--- src/sv/rpid_pkg.sv ---
// Shared types and constants for the three-axis rate PID block.
// Holds the request payload structs, config register map, and controller step codes.
// No dependencies; every other file refers to it by scoped names.
package rpid_pkg;

    // Fixed field widths
    localparam int SAMPLE_WIDTH    = 16;
    localparam int LIMIT_WIDTH     = 16;
    localparam int GAIN_WIDTH      = 16;
    localparam int ALPHA_WIDTH     = 16;
    localparam int CFG_DATA_WIDTH  = 3 * GAIN_WIDTH;
    localparam int REG_INDEX_WIDTH = 3;
    localparam int NUM_AXES        = 3;
    localparam int AXIS_WIDTH      = 2;

    // Defaults for the top-level parameters
    localparam int ACC_WIDTH_DEF      = 32;
    localparam int GAIN_FRAC_BITS_DEF = 8;

    // Smoothing coefficient that means "no filtering"
    localparam logic [ALPHA_WIDTH-1:0] ALPHA_ONE = {ALPHA_WIDTH{1'b1}};

    // Axis codes
    localparam logic [AXIS_WIDTH-1:0] AXIS_ROLL  = 2'd0;
    localparam logic [AXIS_WIDTH-1:0] AXIS_PITCH = 2'd1;
    localparam logic [AXIS_WIDTH-1:0] AXIS_YAW   = 2'd2;

    // Config register reset values
    localparam logic signed [LIMIT_WIDTH-1:0] LIMIT_MAX = 16'sh7FFF;
    localparam logic signed [LIMIT_WIDTH-1:0] LIMIT_MIN = 16'sh8000;

    // Config register indexes
    typedef enum logic [REG_INDEX_WIDTH-1:0] {
        REG_ROLL_GAINS,
        REG_PITCH_GAINS,
        REG_YAW_GAINS,
        REG_INTEGRAL_UPPER,
        REG_INTEGRAL_LOWER,
        REG_DRIVE_UPPER,
        REG_DRIVE_LOWER,
        REG_DERIV_SMOOTHING
    } reg_index_t;

    // Input request payload
    typedef struct packed {
        logic signed [SAMPLE_WIDTH-1:0] roll_target;
        logic signed [SAMPLE_WIDTH-1:0] pitch_target;
        logic signed [SAMPLE_WIDTH-1:0] yaw_target;
        logic signed [SAMPLE_WIDTH-1:0] roll_rate;
        logic signed [SAMPLE_WIDTH-1:0] pitch_rate;
        logic signed [SAMPLE_WIDTH-1:0] yaw_rate;
    } in_item_t;

    // Output request payload
    typedef struct packed {
        logic signed [LIMIT_WIDTH-1:0] roll_drive;
        logic signed [LIMIT_WIDTH-1:0] pitch_drive;
        logic signed [LIMIT_WIDTH-1:0] yaw_drive;
    } out_item_t;

    // Config register bank; gains[axis] packs kd, ki, kp from msb down
    typedef struct packed {
        logic [NUM_AXES-1:0][CFG_DATA_WIDTH-1:0] gains;
        logic signed [LIMIT_WIDTH-1:0]           integral_upper;
        logic signed [LIMIT_WIDTH-1:0]           integral_lower;
        logic signed [LIMIT_WIDTH-1:0]           drive_upper;
        logic signed [LIMIT_WIDTH-1:0]           drive_lower;
        logic [ALPHA_WIDTH-1:0]                  deriv_smoothing;
    } cfg_t;

    // Controller states
    typedef enum logic [3:0] {
        S_IDLE,
        S_MUL_P,
        S_MUL_I,
        S_MUL_D,
        S_RAW,
        S_DIFF,
        S_MUL_Q,
        S_MUL_R,
        S_FILT,
        S_SUM,
        S_SAT,
        S_LOAD
    } state_t;

    // Datapath step commands
    typedef enum logic [3:0] {
        STEP_NONE,
        STEP_P,
        STEP_I,
        STEP_D,
        STEP_RAW,
        STEP_DIFF,
        STEP_Q,
        STEP_R,
        STEP_FILT,
        STEP_SUM,
        STEP_SAT,
        STEP_LOAD
    } step_t;

    // Controller to datapath command
    typedef struct packed {
        logic                  capture;
        logic [AXIS_WIDTH-1:0] axis;
        step_t                 step;
    } ctrl_cmd_t;

endpackage

--- src/sv/rpid_regs.sv ---
// Configuration register bank for the rate PID block.
// Depends on rpid_pkg for the register map and the cfg_t struct.
module rpid_regs
(
    input  logic                                  clk,
    input  logic                                  rst_n,
    input  logic                                  cfg_valid,
    output logic                                  cfg_ready,
    input  logic [rpid_pkg::REG_INDEX_WIDTH-1:0]  cfg_index,
    input  logic [rpid_pkg::CFG_DATA_WIDTH-1:0]   cfg_data,
    output rpid_pkg::cfg_t                        cfg
);

    rpid_pkg::cfg_t cfg_reg;
    rpid_pkg::cfg_t cfg_next;

    // Writes are always taken
    assign cfg_ready = 1'b1;
    assign cfg       = cfg_reg;

    // Register write decode
    always_comb
    begin
        cfg_next = cfg_reg;
        if (cfg_valid)
        begin
            case (cfg_index)
                rpid_pkg::REG_ROLL_GAINS:
                    cfg_next.gains[rpid_pkg::AXIS_ROLL] = cfg_data;
                rpid_pkg::REG_PITCH_GAINS:
                    cfg_next.gains[rpid_pkg::AXIS_PITCH] = cfg_data;
                rpid_pkg::REG_YAW_GAINS:
                    cfg_next.gains[rpid_pkg::AXIS_YAW] = cfg_data;
                rpid_pkg::REG_INTEGRAL_UPPER:
                    cfg_next.integral_upper = cfg_data[rpid_pkg::LIMIT_WIDTH-1:0];
                rpid_pkg::REG_INTEGRAL_LOWER:
                    cfg_next.integral_lower = cfg_data[rpid_pkg::LIMIT_WIDTH-1:0];
                rpid_pkg::REG_DRIVE_UPPER:
                    cfg_next.drive_upper = cfg_data[rpid_pkg::LIMIT_WIDTH-1:0];
                rpid_pkg::REG_DRIVE_LOWER:
                    cfg_next.drive_lower = cfg_data[rpid_pkg::LIMIT_WIDTH-1:0];
                rpid_pkg::REG_DERIV_SMOOTHING:
                    cfg_next.deriv_smoothing = cfg_data[rpid_pkg::ALPHA_WIDTH-1:0];
                default:
                    cfg_next = cfg_reg;
            endcase
        end
    end

    // Register storage
    always_ff @(posedge clk or negedge rst_n)
    begin
        if (!rst_n)
        begin
            cfg_reg.gains           <= '0;
            cfg_reg.integral_upper  <= rpid_pkg::LIMIT_MAX;
            cfg_reg.integral_lower  <= rpid_pkg::LIMIT_MIN;
            cfg_reg.drive_upper     <= rpid_pkg::LIMIT_MAX;
            cfg_reg.drive_lower     <= rpid_pkg::LIMIT_MIN;
            cfg_reg.deriv_smoothing <= rpid_pkg::ALPHA_ONE;
        end
        else
        begin
            cfg_reg <= cfg_next;
        end
    end

endmodule

--- src/sv/rpid_ctrl.sv ---
// Sequencing controller for the rate PID block: walks three axes through
// the shared-multiplier steps and owns the request handshakes.
// Depends on rpid_pkg for state, step and command types.
module rpid_ctrl
(
    input  logic                clk,
    input  logic                rst_n,
    input  logic                in_valid,
    output logic                in_ready,
    output logic                out_valid,
    input  logic                out_ready,
    input  logic                filter_bypass,
    output rpid_pkg::ctrl_cmd_t cmd
);

    rpid_pkg::state_t                    state_reg;
    rpid_pkg::state_t                    state_next;
    logic [rpid_pkg::AXIS_WIDTH-1:0]     axis_reg;
    logic [rpid_pkg::AXIS_WIDTH-1:0]     axis_next;
    logic                                out_valid_reg;
    logic                                out_valid_next;
    logic                                out_free;

    // Output register may be overwritten when empty or being drained
    assign out_free = !out_valid_reg || out_ready;

    // Next state, axis counter and output valid
    always_comb
    begin
        state_next     = state_reg;
        axis_next      = axis_reg;
        out_valid_next = out_valid_reg;
        if (out_ready)
        begin
            out_valid_next = 1'b0;
        end
        case (state_reg)
            rpid_pkg::S_IDLE:
            begin
                if (in_valid)
                begin
                    state_next = rpid_pkg::S_MUL_P;
                    axis_next  = rpid_pkg::AXIS_ROLL;
                end
            end
            rpid_pkg::S_MUL_P: state_next = rpid_pkg::S_MUL_I;
            rpid_pkg::S_MUL_I: state_next = rpid_pkg::S_MUL_D;
            rpid_pkg::S_MUL_D: state_next = rpid_pkg::S_RAW;
            rpid_pkg::S_RAW:   state_next = rpid_pkg::S_DIFF;
            rpid_pkg::S_DIFF:
            begin
                state_next = filter_bypass ? rpid_pkg::S_SUM : rpid_pkg::S_MUL_Q;
            end
            rpid_pkg::S_MUL_Q: state_next = rpid_pkg::S_MUL_R;
            rpid_pkg::S_MUL_R: state_next = rpid_pkg::S_FILT;
            rpid_pkg::S_FILT:  state_next = rpid_pkg::S_SUM;
            rpid_pkg::S_SUM:   state_next = rpid_pkg::S_SAT;
            rpid_pkg::S_SAT:
            begin
                if (axis_reg == rpid_pkg::AXIS_YAW)
                begin
                    state_next = rpid_pkg::S_LOAD;
                end
                else
                begin
                    state_next = rpid_pkg::S_MUL_P;
                    axis_next  = axis_reg + 1'b1;
                end
            end
            rpid_pkg::S_LOAD:
            begin
                if (out_free)
                begin
                    state_next     = rpid_pkg::S_IDLE;
                    out_valid_next = 1'b1;
                end
            end
            default: state_next = rpid_pkg::S_IDLE;
        endcase
    end

    // Commands and handshake outputs
    always_comb
    begin
        in_ready    = 1'b0;
        cmd.capture = 1'b0;
        cmd.axis    = axis_reg;
        cmd.step    = rpid_pkg::STEP_NONE;
        case (state_reg)
            rpid_pkg::S_IDLE:
            begin
                in_ready    = 1'b1;
                cmd.capture = in_valid;
            end
            rpid_pkg::S_MUL_P: cmd.step = rpid_pkg::STEP_P;
            rpid_pkg::S_MUL_I: cmd.step = rpid_pkg::STEP_I;
            rpid_pkg::S_MUL_D: cmd.step = rpid_pkg::STEP_D;
            rpid_pkg::S_RAW:   cmd.step = rpid_pkg::STEP_RAW;
            rpid_pkg::S_DIFF:  cmd.step = rpid_pkg::STEP_DIFF;
            rpid_pkg::S_MUL_Q: cmd.step = rpid_pkg::STEP_Q;
            rpid_pkg::S_MUL_R: cmd.step = rpid_pkg::STEP_R;
            rpid_pkg::S_FILT:  cmd.step = rpid_pkg::STEP_FILT;
            rpid_pkg::S_SUM:   cmd.step = rpid_pkg::STEP_SUM;
            rpid_pkg::S_SAT:   cmd.step = rpid_pkg::STEP_SAT;
            rpid_pkg::S_LOAD:
            begin
                cmd.step = out_free ? rpid_pkg::STEP_LOAD : rpid_pkg::STEP_NONE;
            end
            default: cmd.step = rpid_pkg::STEP_NONE;
        endcase
    end

    assign out_valid = out_valid_reg;

    // Control registers
    always_ff @(posedge clk or negedge rst_n)
    begin
        if (!rst_n)
        begin
            state_reg     <= rpid_pkg::S_IDLE;
            axis_reg      <= rpid_pkg::AXIS_ROLL;
            out_valid_reg <= 1'b0;
        end
        else
        begin
            state_reg     <= state_next;
            axis_reg      <= axis_next;
            out_valid_reg <= out_valid_next;
        end
    end

endmodule

--- src/sv/rpid_dpath.sv ---
// Datapath of the rate PID block: one shared signed multiplier, the per-axis
// integrator, last error and smoothed derivative state, and the output register.
// Depends on rpid_pkg; driven step by step from rpid_ctrl.
module rpid_dpath
#(
    parameter int ACC_WIDTH      = rpid_pkg::ACC_WIDTH_DEF,
    parameter int GAIN_FRAC_BITS = rpid_pkg::GAIN_FRAC_BITS_DEF
)
(
    input  logic                clk,
    input  logic                rst_n,
    input  rpid_pkg::ctrl_cmd_t cmd,
    input  rpid_pkg::in_item_t  in_data,
    input  rpid_pkg::cfg_t      cfg,
    output logic                filter_bypass,
    output rpid_pkg::out_item_t out_data
);

    localparam int SW    = rpid_pkg::SAMPLE_WIDTH;
    localparam int LW    = rpid_pkg::LIMIT_WIDTH;
    localparam int GW    = rpid_pkg::GAIN_WIDTH;
    localparam int AW    = rpid_pkg::ALPHA_WIDTH;
    localparam int ERR_W = SW + 1;
    localparam int DIF_W = SW + 2;
    localparam int DW    = ACC_WIDTH + 1;
    localparam int Q_W   = DW - AW;
    localparam int MA    = (Q_W > DIF_W) ? Q_W : DIF_W;
    localparam int MB    = AW + 1;
    localparam int PW    = MA + MB;
    localparam int SUMW  = PW + 1;
    localparam int INT_W = LW + GAIN_FRAC_BITS;
    localparam int NAX   = rpid_pkg::NUM_AXES;

    // Payload registers
    rpid_pkg::in_item_t          item_reg, item_next;
    logic signed [PW-1:0]        prod_reg, prod_next;
    logic signed [PW-1:0]        part_reg, part_next;
    logic signed [ACC_WIDTH-1:0] raw_reg, raw_next;
    logic signed [DW-1:0]        d_reg, d_next;
    logic signed [SUMW-1:0]      sum_reg, sum_next;
    logic signed [LW-1:0]        drive_reg [NAX];
    logic signed [LW-1:0]        drive_next [NAX];
    rpid_pkg::out_item_t         out_reg, out_next;

    // Per-axis controller state
    logic signed [INT_W-1:0]     integ_reg [NAX];
    logic signed [INT_W-1:0]     integ_next [NAX];
    logic signed [ERR_W-1:0]     last_err_reg [NAX];
    logic signed [ERR_W-1:0]     last_err_next [NAX];
    logic signed [ACC_WIDTH-1:0] smooth_reg [NAX];
    logic signed [ACC_WIDTH-1:0] smooth_next [NAX];

    logic signed [SW-1:0]        tgt;
    logic signed [SW-1:0]        rt;
    logic [rpid_pkg::CFG_DATA_WIDTH-1:0] gains;
    logic signed [GW-1:0]        kp, ki, kd;
    logic signed [ERR_W-1:0]     err;
    logic signed [DIF_W-1:0]     diff;
    logic signed [Q_W-1:0]       filt_q;
    logic signed [MA-1:0]        mul_a;
    logic signed [MB-1:0]        mul_b;
    logic signed [MB-1:0]        alpha;
    logic signed [PW-1:0]        product;

    logic signed [SUMW-1:0]      integ_sum, integ_hi, integ_lo, integ_clip;
    logic signed [INT_W-1:0]     integ_new;
    logic [PW-ACC_WIDTH:0]       raw_top;
    logic                        raw_ovf;
    logic signed [ACC_WIDTH-1:0] raw_sat;
    logic signed [SUMW-1:0]      filt_sum;
    logic signed [SUMW-1:0]      drive_shift, drive_hi, drive_lo, drive_clip;
    logic signed [LW-1:0]        drive_sat;

    assign filter_bypass = (cfg.deriv_smoothing == rpid_pkg::ALPHA_ONE);
    assign alpha         = $signed({1'b0, cfg.deriv_smoothing});

    // Axis operand selection
    always_comb
    begin
        case (cmd.axis)
            rpid_pkg::AXIS_ROLL:
            begin
                tgt = item_reg.roll_target;
                rt  = item_reg.roll_rate;
            end
            rpid_pkg::AXIS_PITCH:
            begin
                tgt = item_reg.pitch_target;
                rt  = item_reg.pitch_rate;
            end
            default:
            begin
                tgt = item_reg.yaw_target;
                rt  = item_reg.yaw_rate;
            end
        endcase
    end

    assign gains = cfg.gains[cmd.axis];
    assign kp    = $signed(gains[GW-1:0]);
    assign ki    = $signed(gains[2*GW-1:GW]);
    assign kd    = $signed(gains[3*GW-1:2*GW]);

    // Error and error change
    assign err    = ERR_W'(tgt) - ERR_W'(rt);
    assign diff   = DIF_W'(err) - DIF_W'(last_err_reg[cmd.axis]);
    assign filt_q = $signed(d_reg[DW-1:AW]);

    // Shared multiplier operand mux
    always_comb
    begin
        case (cmd.step)
            rpid_pkg::STEP_P:
            begin
                mul_a = MA'(err);
                mul_b = MB'(kp);
            end
            rpid_pkg::STEP_I:
            begin
                mul_a = MA'(err);
                mul_b = MB'(ki);
            end
            rpid_pkg::STEP_D:
            begin
                mul_a = MA'(diff);
                mul_b = MB'(kd);
            end
            rpid_pkg::STEP_Q:
            begin
                mul_a = MA'(filt_q);
                mul_b = alpha;
            end
            rpid_pkg::STEP_R:
            begin
                mul_a = MA'($signed({1'b0, d_reg[AW-1:0]}));
                mul_b = alpha;
            end
            default:
            begin
                mul_a = '0;
                mul_b = '0;
            end
        endcase
    end

    assign product = mul_a * mul_b;

    // Integrator update with clamp: upper limit first, then lower
    always_comb
    begin
        integ_sum  = SUMW'(integ_reg[cmd.axis]) + SUMW'(prod_reg);
        integ_hi   = SUMW'(cfg.integral_upper) <<< GAIN_FRAC_BITS;
        integ_lo   = SUMW'(cfg.integral_lower) <<< GAIN_FRAC_BITS;
        integ_clip = integ_sum;
        if (integ_clip > integ_hi)
        begin
            integ_clip = integ_hi;
        end
        if (integ_clip < integ_lo)
        begin
            integ_clip = integ_lo;
        end
        integ_new = integ_clip[INT_W-1:0];
    end

    // Raw derivative saturation to the accumulator range
    assign raw_top = prod_reg[PW-1:ACC_WIDTH-1];
    assign raw_ovf = !((&raw_top) || !(|raw_top));
    always_comb
    begin
        if (raw_ovf)
        begin
            raw_sat = prod_reg[PW-1] ? {1'b1, {(ACC_WIDTH-1){1'b0}}}
                                     : {1'b0, {(ACC_WIDTH-1){1'b1}}};
        end
        else
        begin
            raw_sat = prod_reg[ACC_WIDTH-1:0];
        end
    end

    // Filter step: smoothed + q*a + floor(r*a / 2^16)
    assign filt_sum = SUMW'(smooth_reg[cmd.axis]) + SUMW'(part_reg)
                    + SUMW'(prod_reg >>> AW);

    // Output scaling (floor) and drive saturation
    always_comb
    begin
        drive_shift = sum_reg >>> GAIN_FRAC_BITS;
        drive_hi    = SUMW'(cfg.drive_upper);
        drive_lo    = SUMW'(cfg.drive_lower);
        drive_clip  = drive_shift;
        if (drive_clip > drive_hi)
        begin
            drive_clip = drive_hi;
        end
        if (drive_clip < drive_lo)
        begin
            drive_clip = drive_lo;
        end
        drive_sat = drive_clip[LW-1:0];
    end

    // Step execution
    always_comb
    begin
        item_next     = item_reg;
        prod_next     = prod_reg;
        part_next     = part_reg;
        raw_next      = raw_reg;
        d_next        = d_reg;
        sum_next      = sum_reg;
        drive_next    = drive_reg;
        out_next      = out_reg;
        integ_next    = integ_reg;
        last_err_next = last_err_reg;
        smooth_next   = smooth_reg;
        if (cmd.capture)
        begin
            item_next = in_data;
        end
        case (cmd.step)
            rpid_pkg::STEP_P:
            begin
                prod_next = product;
            end
            rpid_pkg::STEP_I:
            begin
                prod_next = product;
                sum_next  = SUMW'(prod_reg);
            end
            rpid_pkg::STEP_D:
            begin
                prod_next            = product;
                integ_next[cmd.axis] = integ_new;
            end
            rpid_pkg::STEP_RAW:
            begin
                raw_next                = raw_sat;
                sum_next                = sum_reg + SUMW'(integ_reg[cmd.axis]);
                last_err_next[cmd.axis] = err;
            end
            rpid_pkg::STEP_DIFF:
            begin
                if (filter_bypass)
                begin
                    smooth_next[cmd.axis] = raw_reg;
                end
                else
                begin
                    d_next = DW'(raw_reg) - DW'(smooth_reg[cmd.axis]);
                end
            end
            rpid_pkg::STEP_Q:
            begin
                prod_next = product;
            end
            rpid_pkg::STEP_R:
            begin
                prod_next = product;
                part_next = prod_reg;
            end
            rpid_pkg::STEP_FILT:
            begin
                smooth_next[cmd.axis] = filt_sum[ACC_WIDTH-1:0];
            end
            rpid_pkg::STEP_SUM:
            begin
                sum_next = sum_reg + SUMW'(smooth_reg[cmd.axis]);
            end
            rpid_pkg::STEP_SAT:
            begin
                drive_next[cmd.axis] = drive_sat;
            end
            rpid_pkg::STEP_LOAD:
            begin
                out_next.roll_drive  = drive_reg[rpid_pkg::AXIS_ROLL];
                out_next.pitch_drive = drive_reg[rpid_pkg::AXIS_PITCH];
                out_next.yaw_drive   = drive_reg[rpid_pkg::AXIS_YAW];
            end
            default:
            begin
                prod_next = prod_reg;
            end
        endcase
    end

    // Controller state, cleared by reset
    always_ff @(posedge clk or negedge rst_n)
    begin
        if (!rst_n)
        begin
            for (int i = 0; i < NAX; i++)
            begin
                integ_reg[i]    <= '0;
                last_err_reg[i] <= '0;
                smooth_reg[i]   <= '0;
            end
        end
        else
        begin
            integ_reg    <= integ_next;
            last_err_reg <= last_err_next;
            smooth_reg   <= smooth_next;
        end
    end

    // Working and output payload registers
    always_ff @(posedge clk)
    begin
        item_reg  <= item_next;
        prod_reg  <= prod_next;
        part_reg  <= part_next;
        raw_reg   <= raw_next;
        d_reg     <= d_next;
        sum_reg   <= sum_next;
        drive_reg <= drive_next;
        out_reg   <= out_next;
    end

    assign out_data = out_reg;

endmodule

--- src/sv/three_axis_rate_pid.sv ---
// Three-axis rate PID (roll, pitch, yaw) with clamped integrator, low-pass
// filtered derivative and saturated drive outputs; one drive request per
// rate request. One request is processed at a time: all multiplies go
// through a single shared signed multiplier, stepped over the three axes in
// turn, and the next request is accepted only once the current result
// has been loaded into the output register (the filter multiplies are
// skipped when deriv_smoothing is 65535). A finished result sits in the output
// register while the next request is already being worked on. Configuration
// writes are taken every cycle and must only be issued while the block is idle.
module three_axis_rate_pid
#(
    parameter int ACC_WIDTH      = rpid_pkg::ACC_WIDTH_DEF,
    parameter int GAIN_FRAC_BITS = rpid_pkg::GAIN_FRAC_BITS_DEF
)
(
    input  logic                                 clk,
    input  logic                                 rst_n,
    input  logic                                 in_valid,
    output logic                                 in_ready,
    input  rpid_pkg::in_item_t                   in_data,
    output logic                                 out_valid,
    input  logic                                 out_ready,
    output rpid_pkg::out_item_t                  out_data,
    input  logic                                 cfg_valid,
    output logic                                 cfg_ready,
    input  logic [rpid_pkg::REG_INDEX_WIDTH-1:0] cfg_index,
    input  logic [rpid_pkg::CFG_DATA_WIDTH-1:0]  cfg_data
);

    rpid_pkg::cfg_t      cfg;
    rpid_pkg::ctrl_cmd_t cmd;
    logic                filter_bypass;

    // Configuration registers
    rpid_regs u_regs
    (
        .clk       (clk),
        .rst_n     (rst_n),
        .cfg_valid (cfg_valid),
        .cfg_ready (cfg_ready),
        .cfg_index (cfg_index),
        .cfg_data  (cfg_data),
        .cfg       (cfg)
    );

    // Step sequencer
    rpid_ctrl u_ctrl
    (
        .clk           (clk),
        .rst_n         (rst_n),
        .in_valid      (in_valid),
        .in_ready      (in_ready),
        .out_valid     (out_valid),
        .out_ready     (out_ready),
        .filter_bypass (filter_bypass),
        .cmd           (cmd)
    );

    // Arithmetic and state
    rpid_dpath
    #(
        .ACC_WIDTH      (ACC_WIDTH),
        .GAIN_FRAC_BITS (GAIN_FRAC_BITS)
    )
    u_dpath
    (
        .clk           (clk),
        .rst_n         (rst_n),
        .cmd           (cmd),
        .in_data       (in_data),
        .cfg           (cfg),
        .filter_bypass (filter_bypass),
        .out_data      (out_data)
    );

endmodule
--- config.mk ---
export PLATFORM = sky130hd
export DESIGN_NAME = three_axis_rate_pid
export DESIGN_NICKNAME = d
export VERILOG_FILES = /design/src/sv/rpid_pkg.sv /design/src/sv/rpid_regs.sv /design/src/sv/rpid_ctrl.sv /design/src/sv/rpid_dpath.sv /design/src/sv/three_axis_rate_pid.sv
export SDC_FILE = /design/constraint.sdc
export NUM_CORES = 2
export LEC_CHECK = 0
export BUFFER_PORTS_ARGS = -buffer_cell sky130_fd_sc_hd__buf_2
export CAP_MARGIN = 25
export CELL_PAD_IN_SITES_DETAIL_PLACEMENT = 1
export CELL_PAD_IN_SITES_GLOBAL_PLACEMENT = 2
export CORE_MARGIN = 2
export CORE_UTILIZATION = 42
export DETAILED_ROUTE_END_ITERATION = 10
export MAX_ROUTING_LAYER = met4
export PLACE_DENSITY = 0.84
export SETUP_SLACK_MARGIN = 0.02
export SLEW_MARGIN = 0
export SYNTH_ARGS = -nofsm -noshare
export SYNTH_HDL_FRONTEND = slang
export SYNTH_SLANG_ARGS = --single-unit
--- constraint.sdc ---
create_clock -name clk -period 15.5 [get_ports clk]
set_input_delay 0 -clock clk [delete_from_list [all_inputs] [get_ports clk]]
set_output_delay 0 -clock clk [all_outputs]
set_load 0.02 [all_outputs]
==> impl_metrics.env <==
export IMPL_status="completed"
export IMPL_initial_core_util_pct=42.25
export IMPL_rsz0062_at_grt="no"
export IMPL_antenna_found_initial=7
export IMPL_num_vias=43460
export IMPL_cts_made_buffers=92
export IMPL_drc=0
export IMPL_grt_usage_pct=29.38
export IMPL_r2r_slack_ns=1.26
export IMPL_synthesis_nets=6307
export IMPL_dp_hpwl_um=138000
export IMPL_synthFlopType="dfrtp_1"
export IMPL_setup_violations=0
export IMPL_cts_tree="done"
export IMPL_yosysUniqueCellTypes=86
export IMPL_clk_path_buf_depth=3
export IMPL_crit_type="reg -> reg"
export IMPL_first_iter_violations=3046
export IMPL_critical_path_startpoint="u_ctrl.axis_reg[1]"
export IMPL_period_minus_slack_ns=14.24
export IMPL_stdcell_count=7731
export IMPL_core_region_area_um2=133300
export IMPL_drive_gt1_share_pct=15.27
export IMPL_worstReg2RegStart="u_ctrl.axis_reg[1]"
export IMPL_maxCapViolCount=0
export IMPL_wire_per_inst_um=25.16
export IMPL_dieWidth_um=370.2
export IMPL_endpoint="u_dpath.prod_reg[31]"
export IMPL_fp_dieArea_um2=137000
export IMPL_synth_warnings=0
export IMPL_period_share_pct=91.87
export IMPL_syn_to_final_growth_pct=16.42
export IMPL_cp_required_ns=15.96
export IMPL_ant_nets=0
export IMPL_tightest_slew_ns=1.150
export IMPL_rows=134
export IMPL_cts_sinks=810
export IMPL_grt_pass1_wl_um=294200
export IMPL_ys_seq_area_share_pct=39.30
export IMPL_synthCells=5441
export IMPL_cp_slowest_cell="inv_1"
export IMPL_ctsHoldBuffers=254
export IMPL_max_freq_mhz=70.22
export IMPL_final_max_slew_violation_count=0
export IMPL_overflow=0
export IMPL_ctsResizeCount=0
export IMPL_rr_endpoint="u_dpath.prod_reg[31]"
export IMPL_finalClockSkew_ns=0.05571
export IMPL_synthesis_area_um2=56310
export IMPL_hold_path_class="in -> reg"
export IMPL_arrival_ns=14.70
export IMPL_synth_area_per_cell_um2=10.35
export IMPL_gp_congestion=0.9196
export IMPL_cts_setup_buffers=0
export IMPL_fin_tns_setup_ns=0
export IMPL_slew_headroom_pct=22.52
export IMPL_min_path_cells=4
export IMPL_io_pins=203
export IMPL_htree_num_levels=3
export IMPL_finalNetCount=6747
export IMPL_ys_ff_latch=810
export IMPL_wirelength_um=194500
export IMPL_io_buffers=201
export IMPL_placed_cells=7291
export IMPL_largest_register_ffs=224
export IMPL_async_flop_share_pct=55.56
export IMPL_reg2reg_depth=46
export IMPL_first_global_vias=46900
export IMPL_drt_first_pass_iters=7
export IMPL_via_per_inst=5.622
export IMPL_worstPathMaxFanout=27
export IMPL_cts_root_buf="clkbuf_16"
export IMPL_endpoint_kind="flip-flop"
export IMPL_nFillCells=14640
export IMPL_timing_final_hold_violations=0
export IMPL_synth_edf_count=360
export IMPL_clkTransAtPathRegs_ns=0.06
export IMPL_startpoint_type="flip-flop"
export IMPL_cp_slowest_stage_delay_ns=0.77
export IMPL_clock_latency_ns=0.75
export IMPL_grt_max_degree=190
export IMPL_dieHeight_um=370.2
## worst max-delay path: cells and delay by family (launching register included)
family                   cells  cell delay (ns)
AO/OA/AOI/OAI               17             3.94
AND/OR/NAND/NOR              8             2.21
adder cells (fa/ha/maj)     11             4.94
buffers and inverters        8             1.67
XOR/XNOR                     2             0.49
flip-flops                   1             0.66
## stage by stage
step                      cell area [um2]  worst slack [ns]  util [%]  hold slack [ns]
after detailed placement            59660             1.429     44.76          0.08331
after CTS                           65370             1.305     49.04         0.001158
after floorplan                     56310             3.518         -          -0.2956
final                               65560             1.259     49.19          0.02828
after global routing                65560            0.7185     49.19          0.05097
after global placement              59610             1.837     44.72          0.07677
## layer usage
metal / wire [um] / vias to the layer above / part of all wire, % / global-route usage (%)
li1: - / 19660 / - / -
met3: 8829 / 282 / 4.5 / 3.624
met2: 94250 / 1053 / 48 / 48.01
met5: 0 / - / 0 / -
met4: 7177 / 0 / 3.7 / 10.59
met1: 84250 / 22460 / 43 / 37.56
## cell families after synthesis
family / after synthesis / synth area share [%]
and+or+nand+nor: 1327 / 10.52
AOI/OAI and AO/OA: 1196 / 12.94
DFF: 810 / 39.30
buffers and inverters: 748 / 5.048
adders and majority gates: 716 / 20.47
muxes: 457 / 8.818
xor gates and xnor gates: 186 / 2.893
other: 1 / 0.006659
## how the worst min path moves through the flow
stage | end | startpoint | slack, ns
after detailed placement | u_dpath.last_err_reg[46] | rst_n | 0.08
after CTS | u_regs.cfg[61] | cfg_index[1] | 0.001
after global placement | u_dpath.last_err_reg[46] | rst_n | 0.08
after global routing | u_regs.cfg[63] | cfg_index[1] | 0.05
final | u_regs.cfg[51] | cfg_index[1] | 0.03
after floorplan | u_ctrl.axis_reg[0] | rst_n | -0.30
## area by class of cell
cell class | instances | area [um2] | area share, %
antenna | 4 | 10.01 | 0.01527
clock inverter | 49 | 629.4 | 0.9599
tap | 1768 | 2212 | 3.374
sequential | 810 | 22140 | 33.77
clock buffer | 123 | 2519 | 3.842
multi-input combinational | 3883 | 31500 | 48.04
inverter | 528 | 1984 | 3.027
timing repair buffer | 566 | 4571 | 6.971
## synth_stat cells (11+ instances only)
library cell / n / area [um2]
o21a_1: 41 / 307.8
xor2_1: 52 / 455.4
nand2b_1: 67 / 419.2
edfxtp_1: 360 / 10810
nor2b_1: 48 / 300.3
o211ai_1: 22 / 165.2
o22ai_1: 18 / 112.6
mux2i_1: 144 / 1441
mux2_2: 313 / 3525
dfstp_2: 48 / 1261
buf_1: 23 / 86.33
ha_1: 371 / 4642
or2_2: 37 / 231.5
nand2_1: 497 / 1866
clkbuf_1: 183 / 686.9
a221oi_1: 12 / 105.1
nor2_1: 458 / 1719
a31oi_1: 24 / 150.1
and3_1: 16 / 100.1
a22o_1: 11 / 96.34
a21boi_0: 14 / 105.1
nand3_1: 32 / 160.2
a211oi_1: 24 / 180.2
o21ai_0: 380 / 1902
o21bai_1: 28 / 210.2
nand4_1: 39 / 244.0
o31ai_1: 14 / 105.1
a21oi_1: 346 / 1732
inv_1: 527 / 1978
nor3_1: 39 / 195.2
fa_1: 343 / 6867
a22oi_1: 46 / 345.3
a21o_1: 112 / 840.8
nor3b_1: 12 / 90.09
xnor2_1: 134 / 1174
and2_1: 24 / 150.1
dfrtp_1: 402 / 10060
or3_1: 19 / 118.9
## placed cells by master (no fill, tap or decap), types with 144 or more instances in the layout
| cell type | synthesis | routed |
|---|---|---|
| nor2_1 | 458 | 453 |
| ha_1 | 371 | 369 |
| inv_1 | 527 | 526 |
| o21ai_0 | 380 | 379 |
| fa_1 | 343 | 343 |
| dlygate4sd3_1 | 0 | 255 |
| edfxtp_1 | 360 | 360 |
| nand2_1 | 497 | 494 |
| buf_2 | 10 | 200 |
| mux2i_1 | 144 | 144 |
| a21oi_1 | 346 | 341 |
| mux2_2 | 313 | 313 |
| dfrtp_1 | 402 | 400 |
Power is not shown: default switching activity piles up to over one toggle a cycle in this logic, so the estimate is an artifact.
